$ cat config.mk
export PLATFORM = sky130hd
export DESIGN_NAME = led_blink_burst_scheduler_core
export DESIGN_NICKNAME = d
export VERILOG_FILES = /design/src/hdl/lbbs_pkg.sv /design/src/hdl/lbbs_csr.sv /design/src/hdl/lbbs_step.sv /design/src/hdl/led_blink_burst_scheduler_core.sv
export SDC_FILE = /design/constraint.sdc
export NUM_CORES = 1
export LEC_CHECK = 0
export ABC_AREA = 1
export BUFFER_PORTS_ARGS = -buffer_cell sky130_fd_sc_hd__buf_2
export CAP_MARGIN = 20
export CORE_ASPECT_RATIO = 1.2
export CORE_UTILIZATION = 25
export DETAILED_ROUTE_END_ITERATION = 16
export SYNTH_ARGS = -nofsm -noshare
export SYNTH_HDL_FRONTEND = slang
export SYNTH_SLANG_ARGS = --single-unit
$ cat constraint.sdc
create_clock -name clock -period 7.15 [get_ports clock]
set_input_delay 1.0725 -clock clock [delete_from_list [all_inputs] [get_ports clock]]
set_output_delay 1.0725 -clock clock [all_outputs]
set_load 0.02 [all_outputs]
$ cat src/hdl/lbbs_pkg.sv
`timescale 1ns / 1ps
`default_nettype none

package lbbs_pkg;

   // Field widths
   localparam int OP_BITS      = 2;
   localparam int PRI_BITS     = 2;
   localparam int STATUS_BITS  = 3;
   localparam int PHASE_BITS   = 3;
   localparam int CFG_BITS     = 16;
   localparam int COUNT_BITS   = 16;
   localparam int CSR_IDX_BITS = 3;

   localparam int TIME_BITS_DEF = 16;

   // Opcodes
   localparam logic [OP_BITS-1:0] OP_TICK  = 2'd0;
   localparam logic [OP_BITS-1:0] OP_START = 2'd1;
   localparam logic [OP_BITS-1:0] OP_ONCE  = 2'd2;
   localparam logic [OP_BITS-1:0] OP_HOLD  = 2'd3;

   // Phases
   localparam logic [PHASE_BITS-1:0] PH_OFF   = 3'd0;
   localparam logic [PHASE_BITS-1:0] PH_ON    = 3'd1;
   localparam logic [PHASE_BITS-1:0] PH_SLEEP = 3'd2;
   localparam logic [PHASE_BITS-1:0] PH_ONCE  = 3'd3;
   localparam logic [PHASE_BITS-1:0] PH_KEEP  = 3'd4;

   // Result status codes
   localparam logic [STATUS_BITS-1:0] ST_IDLE    = 3'd0;
   localparam logic [STATUS_BITS-1:0] ST_WAIT    = 3'd1;
   localparam logic [STATUS_BITS-1:0] ST_TOGGLED = 3'd2;
   localparam logic [STATUS_BITS-1:0] ST_ACCEPT  = 3'd3;
   localparam logic [STATUS_BITS-1:0] ST_IGNORE  = 3'd4;

   // Register indexes
   localparam logic [CSR_IDX_BITS-1:0] REG_ON_TIME    = 3'd0;
   localparam logic [CSR_IDX_BITS-1:0] REG_OFF_TIME   = 3'd1;
   localparam logic [CSR_IDX_BITS-1:0] REG_SLEEP_TIME = 3'd2;
   localparam logic [CSR_IDX_BITS-1:0] REG_BURST      = 3'd3;
   localparam logic [CSR_IDX_BITS-1:0] REG_ONCE_TIME  = 3'd4;

   // Register reset values
   localparam logic [CFG_BITS-1:0] ON_TIME_RST    = 16'd300;
   localparam logic [CFG_BITS-1:0] OFF_TIME_RST   = 16'd200;
   localparam logic [CFG_BITS-1:0] SLEEP_TIME_RST = 16'd2000;
   localparam logic [CFG_BITS-1:0] BURST_RST      = 16'd0;
   localparam logic [CFG_BITS-1:0] ONCE_TIME_RST  = 16'd100;

   localparam logic [PRI_BITS-1:0] PRI_LOW = 2'd1;

   typedef struct packed {
      logic [CFG_BITS-1:0] on_time;
      logic [CFG_BITS-1:0] off_time;
      logic [CFG_BITS-1:0] sleep_time;
      logic [CFG_BITS-1:0] burst_toggles;
      logic [CFG_BITS-1:0] once_time;
   } cfg_type;

   // Channel state, except the elapsed counter whose width is a parameter
   typedef struct packed {
      logic [PHASE_BITS-1:0] phase;
      logic                  light;
      logic [PRI_BITS-1:0]   active;
      logic [COUNT_BITS-1:0] toggle_count;
   } chan_type;

endpackage

`default_nettype wire

$ cat src/hdl/lbbs_csr.sv
`timescale 1ns / 1ps
`default_nettype none

module lbbs_csr (
   input  wire logic                              clock,
   input  wire logic                              reset,
   input  wire logic                              csr_wr_en,
   input  wire logic [lbbs_pkg::CSR_IDX_BITS-1:0] csr_index,
   input  wire logic [lbbs_pkg::CFG_BITS-1:0]     csr_wdata,
   output lbbs_pkg::cfg_type                      cfg
);

   lbbs_pkg::cfg_type cfg_ff;
   lbbs_pkg::cfg_type cfg_in;

   always_comb begin
      cfg_in = cfg_ff;
      if (csr_wr_en) begin
         unique case (csr_index)
            lbbs_pkg::REG_ON_TIME:    cfg_in.on_time       = csr_wdata;
            lbbs_pkg::REG_OFF_TIME:   cfg_in.off_time      = csr_wdata;
            lbbs_pkg::REG_SLEEP_TIME: cfg_in.sleep_time    = csr_wdata;
            lbbs_pkg::REG_BURST:      cfg_in.burst_toggles = csr_wdata;
            lbbs_pkg::REG_ONCE_TIME:  cfg_in.once_time     = csr_wdata;
            default:                  cfg_in = cfg_ff;   // drop writes off the map
         endcase
      end
   end

   always_ff @(posedge clock) begin
      if (reset) begin
         cfg_ff.on_time       <= lbbs_pkg::ON_TIME_RST;
         cfg_ff.off_time      <= lbbs_pkg::OFF_TIME_RST;
         cfg_ff.sleep_time    <= lbbs_pkg::SLEEP_TIME_RST;
         cfg_ff.burst_toggles <= lbbs_pkg::BURST_RST;
         cfg_ff.once_time     <= lbbs_pkg::ONCE_TIME_RST;
      end else begin
         cfg_ff <= cfg_in;
      end
   end

   assign cfg = cfg_ff;

endmodule

`default_nettype wire

$ cat src/hdl/lbbs_step.sv
`timescale 1ns / 1ps
`default_nettype none

module lbbs_step #(
   parameter int TIME_BITS = lbbs_pkg::TIME_BITS_DEF
) (
   input  wire lbbs_pkg::cfg_type                cfg,
   input  wire lbbs_pkg::chan_type               chan,
   input  wire logic [TIME_BITS-1:0]             elapsed,
   input  wire logic [lbbs_pkg::OP_BITS-1:0]     op,
   input  wire logic                             arg,
   input  wire logic [lbbs_pkg::PRI_BITS-1:0]    priority_req,
   output lbbs_pkg::chan_type                    chan_next,
   output logic [TIME_BITS-1:0]                  elapsed_next,
   output logic [lbbs_pkg::STATUS_BITS-1:0]      status
);

   // Compare width covers both the elapsed counter and a 16-bit delay
   localparam int CMP_BITS = (TIME_BITS > lbbs_pkg::CFG_BITS) ? TIME_BITS
                                                              : lbbs_pkg::CFG_BITS;

   logic [lbbs_pkg::CFG_BITS-1:0]   delay;
   logic [TIME_BITS-1:0]            el_inc;
   logic [lbbs_pkg::PRI_BITS-1:0]   pri;
   logic [lbbs_pkg::COUNT_BITS-1:0] tc_inc;
   logic                            burst_done;
   logic                            light_flip;

   always_comb begin
      case (chan.phase)
         lbbs_pkg::PH_ON:    delay = cfg.on_time;
         lbbs_pkg::PH_OFF:   delay = cfg.off_time;
         lbbs_pkg::PH_SLEEP: delay = cfg.sleep_time;
         lbbs_pkg::PH_ONCE:  delay = cfg.once_time;
         default:            delay = '0;
      endcase
   end

   // Saturating increment
   assign el_inc     = (&elapsed) ? elapsed : elapsed + TIME_BITS'(1);
   assign pri        = (priority_req == '0) ? lbbs_pkg::PRI_LOW : priority_req;
   assign tc_inc     = chan.toggle_count + lbbs_pkg::COUNT_BITS'(1);
   assign burst_done = (cfg.burst_toggles != '0) && (tc_inc >= cfg.burst_toggles);
   assign light_flip = ~chan.light;

   always_comb begin
      chan_next    = chan;
      elapsed_next = elapsed;
      status       = lbbs_pkg::ST_IDLE;
      case (op)
         lbbs_pkg::OP_TICK: begin
            if (chan.active == '0 || chan.phase == lbbs_pkg::PH_KEEP) begin
               status = lbbs_pkg::ST_IDLE;
            end else if (CMP_BITS'(el_inc) < CMP_BITS'(delay)) begin
               elapsed_next = el_inc;
               status       = lbbs_pkg::ST_WAIT;
            end else if (chan.phase == lbbs_pkg::PH_ONCE) begin
               // single blink ends: flip back and free the channel
               elapsed_next     = el_inc;
               chan_next.light  = light_flip;
               chan_next.active = '0;
               status           = lbbs_pkg::ST_TOGGLED;
            end else begin
               elapsed_next = '0;
               status       = lbbs_pkg::ST_TOGGLED;
               if (burst_done) begin
                  chan_next.toggle_count = '0;
                  chan_next.phase        = lbbs_pkg::PH_SLEEP;
                  chan_next.light        = 1'b0;
               end else begin
                  chan_next.toggle_count = tc_inc;
                  chan_next.phase        = light_flip ? lbbs_pkg::PH_ON : lbbs_pkg::PH_OFF;
                  chan_next.light        = light_flip;
               end
            end
         end
         lbbs_pkg::OP_START: begin
            if (chan.active > pri) begin
               status = lbbs_pkg::ST_IGNORE;
            end else begin
               chan_next.phase        = lbbs_pkg::PH_OFF;
               chan_next.toggle_count = '0;
               chan_next.active       = pri;
               elapsed_next           = '0;
               status                 = lbbs_pkg::ST_ACCEPT;
            end
         end
         lbbs_pkg::OP_ONCE: begin
            chan_next.phase        = lbbs_pkg::PH_ONCE;
            chan_next.toggle_count = '0;
            chan_next.active       = lbbs_pkg::PRI_LOW;
            chan_next.light        = arg ? light_flip : 1'b1;
            elapsed_next           = '0;
            status                 = lbbs_pkg::ST_ACCEPT;
         end
         default: begin
            chan_next.phase  = lbbs_pkg::PH_KEEP;
            chan_next.active = lbbs_pkg::PRI_LOW;
            chan_next.light  = arg;
            status           = lbbs_pkg::ST_ACCEPT;
         end
      endcase
   end

endmodule

`default_nettype wire

$ cat src/hdl/led_blink_burst_scheduler_core.sv
`timescale 1ns / 1ps
`default_nettype none
// A word accepted on req_ enters the input register, moves into the result register
// once it is empty or being drained, and shows on rsp_ until taken. With rsp_ready high,
// throughput is one word per cycle; the input register, step logic and result register
// form a two-stage pipe, and the channel state updates as each word leaves stage one.
// Reset: synchronous, active high; clears both stage valids, the channel state
// (off phase, LED dark, no task) and loads the register defaults.

module led_blink_burst_scheduler_core #(
   parameter int TIME_BITS = lbbs_pkg::TIME_BITS_DEF
) (
   input  wire logic                              clock,
   input  wire logic                              reset,
   // input words
   input  wire logic                              req_valid,
   output logic                                   req_ready,
   input  wire logic [lbbs_pkg::OP_BITS-1:0]      req_op,
   input  wire logic                              req_arg,
   input  wire logic [lbbs_pkg::PRI_BITS-1:0]     req_priority_req,
   // result words
   output logic                                   rsp_valid,
   input  wire logic                              rsp_ready,
   output logic                                   rsp_light,
   output logic [lbbs_pkg::STATUS_BITS-1:0]       rsp_status,
   // register writes
   input  wire logic                              csr_wr_en,
   input  wire logic [lbbs_pkg::CSR_IDX_BITS-1:0] csr_index,
   input  wire logic [lbbs_pkg::CFG_BITS-1:0]     csr_wdata
);

   lbbs_pkg::cfg_type  cfg;

   // Stage one: input register
   logic                              in_valid_ff;
   logic [lbbs_pkg::OP_BITS-1:0]      in_op_ff;
   logic                              in_arg_ff;
   logic [lbbs_pkg::PRI_BITS-1:0]     in_pri_ff;

   // Channel state
   lbbs_pkg::chan_type                chan_ff;
   lbbs_pkg::chan_type                chan_in;
   logic [TIME_BITS-1:0]              elapsed_ff;
   logic [TIME_BITS-1:0]              elapsed_in;

   // Stage two: result register
   logic                              rsp_valid_ff;
   logic                              rsp_light_ff;
   logic [lbbs_pkg::STATUS_BITS-1:0]  rsp_status_ff;
   logic [lbbs_pkg::STATUS_BITS-1:0]  status_in;

   logic advance;   // stage one word moves into the result register
   logic req_take;

   lbbs_csr u_csr (
      .clock     (clock),
      .reset     (reset),
      .csr_wr_en (csr_wr_en),
      .csr_index (csr_index),
      .csr_wdata (csr_wdata),
      .cfg       (cfg)
   );

   lbbs_step #(
      .TIME_BITS (TIME_BITS)
   ) u_step (
      .cfg          (cfg),
      .chan         (chan_ff),
      .elapsed      (elapsed_ff),
      .op           (in_op_ff),
      .arg          (in_arg_ff),
      .priority_req (in_pri_ff),
      .chan_next    (chan_in),
      .elapsed_next (elapsed_in),
      .status       (status_in)
   );

   // Advance when stage one holds a word and the result register is empty or being drained
   assign advance   = in_valid_ff && (!rsp_valid_ff || rsp_ready);
   assign req_ready = !in_valid_ff || advance;
   assign req_take  = req_valid && req_ready;

   always_ff @(posedge clock) begin
      if (reset) begin
         in_valid_ff <= 1'b0;
      end else if (req_take) begin
         in_valid_ff <= 1'b1;
      end else if (advance) begin
         in_valid_ff <= 1'b0;
      end
   end

   // Payload: hold until a new word is taken
   always_ff @(posedge clock) begin
      if (req_take) begin
         in_op_ff  <= req_op;
         in_arg_ff <= req_arg;
         in_pri_ff <= req_priority_req;
      end
   end

   // Commit channel state only when the word leaves stage one
   always_ff @(posedge clock) begin
      if (reset) begin
         chan_ff.phase        <= lbbs_pkg::PH_OFF;
         chan_ff.light        <= 1'b0;
         chan_ff.active       <= '0;
         chan_ff.toggle_count <= '0;
         elapsed_ff           <= '0;
      end else if (advance) begin
         chan_ff    <= chan_in;
         elapsed_ff <= elapsed_in;
      end
   end

   always_ff @(posedge clock) begin
      if (reset) begin
         rsp_valid_ff <= 1'b0;
      end else if (advance) begin
         rsp_valid_ff <= 1'b1;
      end else if (rsp_ready) begin
         rsp_valid_ff <= 1'b0;
      end
   end

   always_ff @(posedge clock) begin
      if (advance) begin
         rsp_light_ff  <= chan_in.light;
         rsp_status_ff <= status_in;
      end
   end

   assign rsp_valid  = rsp_valid_ff;
   assign rsp_light  = rsp_light_ff;
   assign rsp_status = rsp_status_ff;

endmodule

`default_nettype wire

# Word-level counts from Yosys, hierarchy flattened
# Cells that the tools add are included.
# classes
n_reduce_logical,27
n_bitwise,1
n_addsub,2
magnitude_cmp,3
n_mux,32
eq_ne,15
# ops
op,count
two-way mux 16 bit,7
one-hot mux 16 bit (3 select lines),2
one-hot mux 16 bit (4 select lines),1
two-way mux 22 bit,2
adder 16 x 1 -> 16 bit (second input constant),2
two-way mux 18 bit,1
>= comparator 16 bit,1
< comparator 16 bit,1
AND reduction 16 bit,1
nonzero test 16 bit,1
== test 3 x 2 -> 1 bit (second input constant),4
two-way mux 3 bit,4
AND reduction 2 bit,5
AND reduction 5 bit,2
one-hot mux 3 bit (3 select lines),1
inequality test 2 bit (second input constant),4
two-way mux 1 bit,7
== test 3 x 1 -> 1 bit (second input constant),2
== test 3 bit (second input constant),2
zero test 2 bit,3
zero test 3 bit,2
two-way mux 2 bit,3
one-hot mux 3 bit (2 select lines),1
AND reduction 6 bit,1
other kinds (14),20
# word_totals
elab_cells,97
reg_bits,129
output_inout_bits,6
in_bits,29

# Longest topological paths before layout
# Gate-level depths: netlist (run 1).
# logic_depth
word_depth,8
ltp_mapped,25

# Cells and area by module
# From an unflattened synthesis (run 1), not the netlist that was laid out.
# unflattened
hier_cells,1276
area_unflattened_um2,8276.7
# modules_own_cells
mod,instances,area_each_um2,seq_area_each_um2,cells_each
lbbs_csr,1,3218.1,1601.5,450
lbbs_step,1,2984.1,0.0,555
led_blink_burst_scheduler_core,1,2074.5,1071.0,271

# Worst setup path before layout (run 1)
# Ideal clock, no wire load.
# synth_path
path_kind,flip-flop to flip-flop
startpoint,register elapsed_ff[0]
endpoint,register chan_ff[12] (netlist name)
n_path_buf,1
stages_incl_launch_ff,24
required_ns,7.035
setup_ns,0.115
period_less_slack_ns,3.747
t_arrival_ns,3.632
slack_ns,3.403
cell_sequence,dfxtp_1 ha_1 inv_1 nor2_1 nand2_2 nor2_4 nor3_1 nand4_1 nor2_1 inv_1 nor3_1 xor2_1 ha_1 nand2_1 nor2_1 a2111oi_0 nand2_4 nand2_2 nand2_2 nand3_4 inv_2 buf_6 o21ai_1 nor2_1
# synth_between
elab_chain_cells,5
elab_cells_between_ends,6
classes_between,1 x add/sub; 1 x order compare; 1 x eq/ne; 1 x mux; 2 x reduce/logical
# synth_rtl
element,line,source
"start, declared",led_blink_burst_scheduler_core.sv:43,logic [TIME_BITS-1:0] elapsed_ff;
"start signal, assigned",led_blink_burst_scheduler_core.sv:112,elapsed_ff <= elapsed_in;
adder 16 x 1 -> 16 bit or AND reduction 16 bit (tied branches),lbbs_step.sv:40,assign el_inc = (&elapsed) ? elapsed : elapsed + TIME_BITS'(1);
two-way mux 16 bit (*),lbbs_step.sv:40,
< comparator 16 bit (*),lbbs_step.sv:54,end else if (CMP_BITS'(el_inc) < CMP_BITS'(delay)) begin
inequality test 2 bit (no line) (*),-,
AND reduction 6 bit (no line) (*),-,
"end signal, assigned",led_blink_burst_scheduler_core.sv:111,chan_ff <= chan_in;
"end, declared",led_blink_burst_scheduler_core.sv:41,lbbs_pkg::chan_type chan_ff;
# Every way passes the cells marked *; elsewhere a longest branch is shown, timed or not.
# A chain may end at the register's enable or synchronous reset.

# Worst setup path in the final report (run 1)
# layout_path
startpoint,register chan_ff[0] (netlist name)
endpoint,register chan_ff[2] (netlist name)
# layout_between
elab_chain_cells,8
# layout_rtl
element,line,source
adder 16 x 1 -> 16 bit (*),lbbs_step.sv:42,assign tc_inc = chan.toggle_count + lbbs_pkg::COUNT_BITS'(1);
>= comparator 16 bit,lbbs_step.sv:43,assign burst_done = (cfg.burst_toggles != '0) && (tc_inc >= cfg.burst_toggles);
logical AND 1 bit,lbbs_step.sv:43,
two-way mux 16 bit (*),lbbs_step.sv:66,if (burst_done) begin
two-way mux 16 bit (*),lbbs_step.sv:57,end else if (chan.phase == lbbs_pkg::PH_ONCE) begin
two-way mux 22 bit (*),lbbs_step.sv:54,
two-way mux 22 bit (*),lbbs_step.sv:52,if (chan.active == '0 || chan.phase == lbbs_pkg::PH_KEEP) begin
one-hot mux 16 bit (3 select lines) (*),lbbs_step.sv:50,case (op)
# Every way passes the cells marked *; elsewhere a longest branch is shown, timed or not. The select of a mux whose other input is x is not followed.

==> insert_results.sql, run 1 <==
INSERT INTO impl_metrics (metric_group, metric, value, unit) VALUES
('outcome', 'outcome', 'finished clean', ''),
('power', 'comb_power_share', '9.7', '%'),
('timing', 'worstMarginPinSlew', '0.765', 'ns'),
('die', 'io_pins', '35', ''),
('clock_tree', 'depth_of_the_cts_h_tree', '4', ''),
('finish', 'drive_above_1_share', '9.71', '%'),
('die', 'die_h', '178', 'um'),
('route', 'vias', '5740', ''),
('route', 'via_per_inst', '4.64', ''),
('timing', 'postLayoutSetupSlackWorst', '2.70', 'ns'),
('grt', 'first_global_vias', '5447', ''),
('die', 'die_outline_area', '26600', 'um2'),
('route', 'avgRoutedWirePerCell', '13.7', 'um'),
('timing', 'final-setup-viol-count', '0', ''),
('clock_tree', 'clk_root_buffer_cell', 'sky130_fd_sc_hd__clkbuf_16', ''),
('finish', 'finalNetCount', '962', ''),
('finish', 'multi_input_logic_area', '3360', 'um2'),
('yosys', 'syn_nets', '934', ''),
('timing', 'layout_worst_path_cycle_share', '62.3', '%'),
('route', 'detail_route.first_pass.iterations', '7', ''),
('die', 'effective_utilization_at_floorplan', '25.5', '%'),
('yosys', 'yosysUniqueCellTypes', '37', ''),
('placed_design', 'placedCellCount', '1205', ''),
('finish', 'area_growth', '17.6', '%'),
('setup_path', 'cp_data_required_time', '7.46', 'ns'),
('timing', 'timing.setup.tns', '0', 'ns'),
('setup_path', 'critical_path.max_fanout', '10', ''),
('clock_tree', 'clock_insertion_delay_worst_skew', '0.42', 'ns'),
('timing', 'setup_repair_after_global_routing_missed_its_margin', 'false', ''),
('yosys', 'syn-cell-area', '6480', 'um2'),
('grt', 'antenna_found_initial', '0', ''),
('timing', 'finalCriticalPeriod', '4.45', 'ns'),
('route', 'detail_route.wirelength', '16900', 'um'),
('clock_tree', 'clkTransAtPathRegs', '0.06', 'ns'),
('yosys', 'synth_sequential_area_ratio', '41.2', '%'),
('die', 'core.rowCount', '64', ''),
('power', 'total_leakage_power', '3.17', 'nW'),
('yosys', 'synthCells', '866', ''),
('route', 'drt_first_iter_violations', '301', ''),
('timing', 'max_slew_margin', '47.7', '%'),
('hold_path', 'worst_hold_path_type', 'flop to flop', ''),
('route', 'drt_drc_violations_left', '0', ''),
('power', 'internal-power', '0.00143', 'W'),
('yosys', 'postSynth.asyncResetShare', '0', '%'),
('timing', 'fin_worst_skew', '0.0115', 'ns'),
('finish', 'ff_latch_area', '2670', 'um2'),
('finish', 'number_of_fill_cells_in_the_layout', '2786', ''),
('clock_tree', 'cts_repair_resize_count', '0', ''),
('setup_path', 'crit_type', 'flop to flop', ''),
('setup_path', 'start_kind', 'flop', ''),
('timing', 'final_max_slew_viol_count', '0', ''),
('power', 'power.density', '247', 'nW/um2'),
('clock_tree', 'cts_tree', 'yes', ''),
('die', 'dieWidth', '149', 'um'),
('finish', 'num_antenna_cells', '0', ''),
('setup_path', 'worst_setup_path_end_kind', 'flop', ''),
('timing', 'timing_hold_violations_final', '0', ''),
('yosys', 'synth_edf_count', '9', ''),
('setup_path', 'worst-endpoint-arrival', '4.76', 'ns'),
('power', 'share_seq_of_total_power', '40.8', '%'),
('placed_design', 'port-buffer-count', '34', ''),
('clock_tree', 'clock_sinks', '129', ''),
('power', 'power_switching_share', '23.9', '%'),
('power', 'irDropWorstVdd', '0.000155', 'V'),
('grt', 'grt.overflow.total', '0', ''),
('placed_design', 'dp.final_hpwl', '11900', 'um'),
('yosys', 'synth_warnings', '0', ''),
('grt', 'wire_length_of_the_first_global_routing_pass', '27400', 'um'),
('route', 'final_antenna_net_count', '0', ''),
('yosys', 'synthFlopType', 'sky130_fd_sc_hd__dfxtp_1', ''),
('power', 'switchingPower', '0.000450', 'W'),
('yosys', 'post_synth.cell_area_avg', '7.49', 'um2'),
('yosys', 'yosys_register_bits', '129', ''),
('die', 'core_area', '25500', 'um2'),
('timing', 'fmax_achieved', '225', 'MHz'),
('placed_design', 'gp_congestion', '0.798', ''),
('grt', 'grt_start_max_net_pins', '85', ''),
('finish', 'layout.cells.non_filler', '1236', ''),
('clock_tree', 'tritoncts.num_buffers', '17', ''),
('power', 'power_frac_clock', '49.5', '%'),
('clock_tree', 'clock_path_buffers', '2', ''),
('placed_design', 'pre_cts_slack', '2.79', 'ns'),
('clock_tree', 'post-cts-setup-buffer-count', '0', ''),
('clock_tree', 'post_cts_hold_buffer_count', '0', ''),
('run', 'max_cap_violations', '0', ''),
('grt', 'overall_routing_resource_usage', '13.2', '%');
cells in the mapped netlist (all sizes together) (11+ instances only):
master / n / area [um2]
a21oi: 73 / 365
a221oi: 16 / 140
a22o: 15 / 131
clkbuf: 29 / 109
dfxtp: 120 / 2400
ha: 39 / 488
inv: 81 / 304
nand2: 151 / 587
nand3: 39 / 208
nor2: 140 / 533
nor3: 11 / 70.1
o21ai: 87 / 435
xor2: 19 / 166
worst max-delay path, cell delays in order, from the launching register on:
cell and delay, ns:
sky130_fd_sc_hd__dfxtp_1 0.43, sky130_fd_sc_hd__nand3_1 0.15, sky130_fd_sc_hd__nor3_1 0.31, sky130_fd_sc_hd__nand3_1 0.18, sky130_fd_sc_hd__nor3_1 0.27, sky130_fd_sc_hd__nand2_1 0.10, sky130_fd_sc_hd__nor2_1 0.10, sky130_fd_sc_hd__inv_1 0.06
sky130_fd_sc_hd__nor2_1 0.22, sky130_fd_sc_hd__nand4_1 0.15, sky130_fd_sc_hd__xor2_1 0.15, sky130_fd_sc_hd__inv_1 0.09, sky130_fd_sc_hd__ha_1 0.29, sky130_fd_sc_hd__nand2_1 0.06, sky130_fd_sc_hd__inv_1 0.05, sky130_fd_sc_hd__nand3_1 0.08
sky130_fd_sc_hd__nor3_1 0.24, sky130_fd_sc_hd__o21ai_0 0.15, sky130_fd_sc_hd__nand3_1 0.10, sky130_fd_sc_hd__nand2_1 0.14, sky130_fd_sc_hd__inv_1 0.12, sky130_fd_sc_hd__nor2_1 0.06, sky130_fd_sc_hd__nand3_1 0.22, sky130_fd_sc_hd__clkinv_1 0.33
sky130_fd_sc_hd__a21oi_1 0.23, sky130_fd_sc_hd__nor2_1 0.06
routing by layer:
metal	share of wire, %	GRT usage (%)	wire (um)	up-vias
met5	0	0	0	-
met4	1.8	4.93	296	0
met3	3.0	2.33	505	16
met2	50	23.3	8510	87
met1	45	15.7	7570	2698
li1	-	-	-	2939
cell type report:
class	count	share of cell area (%)
clock inverters	9	2.00
inverters	83	4.08
clock buffers	22	6.35
repair buffers	42	3.02
well taps	330	5.41
flip-flops and latches	129	35.0
multi-input cells	621	44.1
path summary, 6_finish.rpt:
path / startpoint / end / slack, ns / cells past startpoint
setup / recovery: chan_ff[0]$_SDFFE_PP0P_ / chan_ff[2]$_SDFFE_PP0P_ / 2.70 / 25
hold / removal: u_csr.cfg[32]$_SDFFE_PP0P_ / u_csr.cfg[32]$_SDFFE_PP0P_ / 0.46 / 2
setup reg to reg: chan_ff[0]$_SDFFE_PP0P_ / chan_ff[2]$_SDFFE_PP0P_ / 2.70 / 25
hold reg to reg: u_csr.cfg[32]$_SDFFE_PP0P_ / u_csr.cfg[32]$_SDFFE_PP0P_ / 0.46 / 2
logic make-up after synthesis:
group | synth area share [%]
simple gates | 23.1
buf+inv | 7.00
xor+xnor | 3.38
compound gates | 17.8
fa+ha+maj | 7.52
flops | 41.2
power by group through the flow:
stage                     clock network [W]  registers [W]  logic, W
after floorplan                           0       0.000782  0.000125
after global placement                    0       0.000783  0.000179
after detailed placement                  0       0.000783  0.000182
after CTS                          0.000944       0.000768  0.000183
after global routing               0.000978       0.000771  0.000209
final                              0.000933       0.000768  0.000183
stage by stage:
stage	util, %	total power, W	instance area [um2]	hold slack (ns)
after detailed placement	27.5	0.000966	6990	0.448
after global placement	27.5	0.000962	6990	0.441
after floorplan	-	0.000907	6480	0.430
final	30.0	0.00188	7630	0.456
after global routing	30.0	0.00196	7630	0.490
after CTS	30.0	0.00190	7630	0.460
cell usage in the layout, fill, tap and decap left out, types with 2 or more instances in the layout:
master	synthesis	layout
sky130_fd_sc_hd__inv_1	80	79
sky130_fd_sc_hd__nand2_2	5	5
sky130_fd_sc_hd__xor2_1	19	19
sky130_fd_sc_hd__inv_2	1	2
sky130_fd_sc_hd__ha_1	39	39
sky130_fd_sc_hd__o21ai_0	82	82
sky130_fd_sc_hd__nand3_1	38	38
sky130_fd_sc_hd__nand4_1	9	9
sky130_fd_sc_hd__clkbuf_16	0	17
sky130_fd_sc_hd__a211oi_1	2	2
sky130_fd_sc_hd__clkinv_1	2	2
sky130_fd_sc_hd__clkbuf_8	0	4
sky130_fd_sc_hd__a22o_1	15	15
sky130_fd_sc_hd__o21ai_1	5	5
sky130_fd_sc_hd__o21a_1	2	2
sky130_fd_sc_hd__dfxtp_1	120	120
sky130_fd_sc_hd__buf_4	1	8
sky130_fd_sc_hd__edfxtp_1	9	9
sky130_fd_sc_hd__nand2_1	145	145
sky130_fd_sc_hd__nor3_2	3	3
sky130_fd_sc_hd__a221oi_1	16	16
sky130_fd_sc_hd__bufinv_16	0	4
sky130_fd_sc_hd__a21oi_1	73	73
sky130_fd_sc_hd__clkinv_2	0	2
sky130_fd_sc_hd__nor4_1	5	4
sky130_fd_sc_hd__nor2_1	139	139
sky130_fd_sc_hd__xnor2_1	6	6
sky130_fd_sc_hd__nor3_1	8	8
sky130_fd_sc_hd__buf_2	0	34
sequential cells by signal, indices dropped and copies added, names as in the netlist:
name         cells
in_valid_ff      1
rsp_light        1
chan_ff         22
in_op_ff         2
rsp_valid        1
in_pri_ff        2
rsp_status       3
u_csr.cfg       80
in_arg_ff        1
elapsed_ff      16
(Power assumes the default switching activity.)
==> inputs of run 2 (changes only) <==
ABC_AREA = 0   (was 1)
clock period = 3.7 ns   (was 7.15 ns; I/O delays follow)
==> run 2 against run 1 <==
Compared with the run above:
- the flow now finishes with violations (negative setup slack)
- non-clock buffer count rose by 57
- die area up 5.2%
- global-route usage increased by 0.18 points
- power grew 84%
- flip-flop and latch count unchanged
- via count up 5.0%
- critical path type unchanged
- largest power group unchanged
- highest routed layer unchanged
==> insert_results.sql, run 2 <==
INSERT INTO impl_metrics (metric_group, metric, value, unit) VALUES
('outcome', 'outcome', 'finished, violations left', ''),
('outcome', 'violations', 'negative setup slack', ''),
('finish', 'finalNetCount', '963', ''),
('timing', 'final_max_slew_viol_count', '0', ''),
('run', 'max_cap_violations', '0', ''),
('grt', 'grt_start_max_net_pins', '69', ''),
('clock_tree', 'post_cts_hold_buffer_count', '0', ''),
('yosys', 'synth-compound-area-share', '17.2', '%'),
('yosys', 'post_synth_mux_area_share', '5.72', '%'),
('placed_design', 'gp_congestion', '0.834', ''),
('timing', 'worstMarginPinSlew', '0.860', 'ns'),
('setup_path', 'worst_setup_path_end_kind', 'flop', ''),
('clock_tree', 'clk_root_buffer_cell', 'sky130_fd_sc_hd__clkbuf_16', ''),
('yosys', 'synthCells', '818', ''),
('clock_tree', 'clock_sinks', '129', ''),
('yosys', 'post_synth_fa_ha_maj_area_fraction', '7.15', '%'),
('finish', 'layout_commonest_cell', 'sky130_fd_sc_hd__nand2_1', ''),
('route', 'avgRoutedWirePerCell', '15.0', 'um'),
('die', 'die_h', '183', 'um'),
('setup_path', 'critical-path-slowest-cell', 'sky130_fd_sc_hd__a211o_4', ''),
('setup_path', 'slowest_delay', '0.37', 'ns'),
('yosys', 'yosysUniqueCellTypes', '70', ''),
('grt', 'antenna_found_initial', '0', ''),
('route', 'drt_drc_violations_left', '0', ''),
('clock_tree', 'depth_of_the_cts_h_tree', '4', ''),
('grt', 'wire_length_of_the_first_global_routing_pass', '29500', 'um'),
('yosys', 'synth_top_cell_by_area', 'sky130_fd_sc_hd__dfxtp_1', ''),
('setup_path', 'crit_type', 'flop to flop', ''),
('yosys', 'synth_edf_count', '9', ''),
('yosys', 'post_synth.cell_area_avg', '8.35', 'um2'),
('clock_tree', 'clock_insertion_delay_worst_skew', '0.43', 'ns'),
('yosys', 'synth_warnings', '0', ''),
('timing', 'finalCriticalPeriod', '3.73', 'ns'),
('finish', 'largest_reg_flops', '80', ''),
('grt', 'overall_routing_resource_usage', '13.3', '%'),
('power', 'total_leakage_power', '3.44', 'nW'),
('die', 'core.rowCount', '65', ''),
('yosys', 'synth_top_area_share', '35.2', '%'),
('yosys', 'synth_top_family_by_area', 'simple AND/OR/NAND/NOR gates', ''),
('placed_design', 'dp.final_hpwl', '12600', 'um'),
('grt', 'first_global_vias', '5793', ''),
('setup_path', 'start_kind', 'flop', ''),
('route', 'drt_first_iter_violations', '443', ''),
('yosys', 'synthFlopType', 'sky130_fd_sc_hd__dfxtp_1', ''),
('timing', 'fin_worst_skew', '0.0105', 'ns'),
('yosys', 'postSynth.asyncResetShare', '0', '%'),
('power', 'design_power_total', '0.00347', 'W'),
('clock_tree', 'cts_tree', 'yes', ''),
('timing', 'final-setup-viol-count', '5', ''),
('hold_path', 'worst_hold_path_type', 'input port to flop', ''),
('timing', 'fmax_achieved', '268', 'MHz'),
('yosys', 'syn-cell-area', '6830', 'um2'),
('route', 'detail_route.wirelength', '18600', 'um'),
('route', 'final_antenna_net_count', '0', ''),
('finish', 'area_growth', '26.9', '%'),
('setup_path', 'critical_path.max_fanout', '5', ''),
('setup_path', 'worst-endpoint-arrival', '4.09', 'ns'),
('timing', 'max_slew_margin', '42.5', '%'),
('setup_path', 'cp.buffers_inverters', '4', ''),
('yosys', 'leading_cell_types_by_total_area_after_synthesis', 'sky130_fd_sc_hd__dfxtp_1 35%, sky130_fd_sc_hd__nand2_1 11%, sky130_fd_sc_hd__ha_1 7.1%', ''),
('route', 'vias', '6026', ''),
('die', 'core_area', '26600', 'um2'),
('yosys', 'syn_nets', '886', ''),
('timing', 'layout_worst_path_cycle_share', '101', '%'),
('finish', 'stdcell_area', '8670', 'um2'),
('finish', 'number_of_fill_cells_in_the_layout', '2708', ''),
('timing', 'postLayoutSetupSlackWorst', '-0.0271', 'ns'),
('power', 'irDropWorstVdd', '0.000301', 'V'),
('placed_design', 'place_area', '7730', 'um2'),
('finish', 'multi_input_logic_area', '4100', 'um2'),
('finish', 'fin_util', '32.6', '%'),
('yosys', 'synth-simple-area-share', '23.1', '%'),
('setup_path', 'cp_data_required_time', '4.06', 'ns'),
('route', 'via_per_inst', '4.85', ''),
('clock_tree', 'clock_path_buffers', '2', ''),
('finish', 'num_antenna_cells', '0', ''),
('timing', 'timing_hold_violations_final', '0', ''),
('finish', 'layout_common_cells', '208 x sky130_fd_sc_hd__nand2_1, 116 x sky130_fd_sc_hd__dfxtp_1, 83 x sky130_fd_sc_hd__a21oi_1', ''),
('finish', 'drive_above_1_share', '23.0', '%'),
('finish', 'ff_latch_area', '2680', 'um2'),
('grt', 'grt.overflow.total', '0', ''),
('power', 'power.density', '400', 'nW/um2'),
('yosys', 'netlist_top_cells_count', '208 x sky130_fd_sc_hd__nand2_1, 120 x sky130_fd_sc_hd__dfxtp_1, 86 x sky130_fd_sc_hd__a21oi_1, 40 x sky130_fd_sc_hd__nor2_1, 39 x sky130_fd_sc_hd__ha_1', ''),
('yosys', 'yosys_register_bits', '129', ''),
('setup_path', 'timing.critical_path.cells', 'ha_4 -> and3_4 -> nand3_4 -> o2111ai_4 -> nor2_4 -> buf_4 -> xor2_2 -> ha_1 -> and3_4 -> buf_4 -> buf_4 -> and3_4 -> buf_4 -> and3_4 -> o31a_4 -> o21ai_2 -> a211o_4 -> or3_4 -> a21oi_2', ''),
('route', 'detail_route.first_pass.iterations', '5', ''),
('setup_path', 'critical-path-top-delay-family', 'simple AND/OR/NAND/NOR gates', ''),
('placed_design', 'port-buffer-count', '34', ''),
('yosys', 'synth_sequential_area_ratio', '39.1', '%'),
('die', 'dieWidth', '153', 'um'),
('yosys', 'yosys.area_share.xor_xnor', '3.46', '%'),
('clock_tree', 'clkTransAtPathRegs', '0.06', 'ns'),
('die', 'die_outline_area', '28000', 'um2'),
('clock_tree', 'tritoncts.num_buffers', '17', ''),
('timing', 'setup_repair_after_global_routing_missed_its_margin', 'true', ''),
('yosys', 'leading_cell_type_by_number_of_instances_after_synthesis', 'sky130_fd_sc_hd__nand2_1', ''),
('die', 'io_pins', '35', ''),
('die', 'effective_utilization_at_floorplan', '25.7', '%');
-- run 2: cell count changes after synthesis, sizes merged, moves of 11 or more --
cell and delta:
o211ai +17, nand2 +57, nor2 -100, a22o -15, nor2b +11, mux4 +16, inv -51, o31ai +11
a21oi +14, o21ai -71, a221oi -14, and3 +14
-- run 2: layout make-up --
| class | instances | area share, % |
|---|---|---|
| clock buffers | 17 | 4.91 |
| clock inverters | 15 | 1.85 |
| inverters | 32 | 1.39 |
| multi-input cells | 616 | 47.4 |
| flip-flops and latches | 129 | 30.9 |
| well taps | 335 | 4.84 |
| repair buffers | 99 | 8.76 |
-- run 2: final timing paths --
kind	slack (ns)	startpoint	to	cells past startpoint
max	-0.03	elapsed_ff[1]$_SDFFE_PP0P_	chan_ff[1]$_SDFFE_PP0P_	19
min reg2reg	0.45	u_csr.cfg[46]$_SDFFE_PP0P_	u_csr.cfg[46]$_SDFFE_PP0P_	2
min	0.31	req_op[1]	in_op_ff[1]$_DFFE_PP_	1
max reg2reg	-0.03	elapsed_ff[1]$_SDFFE_PP0P_	chan_ff[1]$_SDFFE_PP0P_	19
-- run 2: power by group --
part           switching, W  internal (W)  total (W)
clock              0.000737      0.000961    0.00170
combinational      0.000188      0.000125   0.000312
sequential        0.0000191       0.00144    0.00146
-- run 2: repair_timing --
item	in CTS	in global routing
resized for setup	6	50
pin swaps	1	25
buffers inserted	0	7
endpoints found under the setup margin	34	41
gates cloned	0	3
-- run 2: metrics by stage --
stage,hold WS (ns),worst slack [ns],TNS [ns],instances
CTS,0.293,0.000451,0,1233
global placement,0.439,-0.0762,-0.964,1201
global route,0.293,-0.223,-3.83,1243
detailed placement,0.445,-0.128,-2.99,1201
floorplan,0.433,0.0338,0,818
finish,0.305,-0.0271,-0.0810,1243
-- run 2: layer usage --
metal | track usage (%) | up-vias | share of wire [%]
met5 | 0 | - | 0
met4 | 4.61 | 0 | 1.4
met3 | 2.20 | 19 | 3.3
met2 | 22.7 | 126 | 49
met1 | 17.1 | 2860 | 46
li1 | - | 3021 | -
-- run 2: cell families (layout without fill, tap and decap cells) --
logic type / Yosys count / after routing
flip-flops: 129 / 129
AO/OA/AOI/OAI: 181 / 181
multiplexers: 19 / 19
adder cells (fa/ha/maj): 39 / 39
XOR/XNOR: 27 / 27
AND/OR/NAND/NOR: 350 / 350
buffers and inverters: 73 / 163
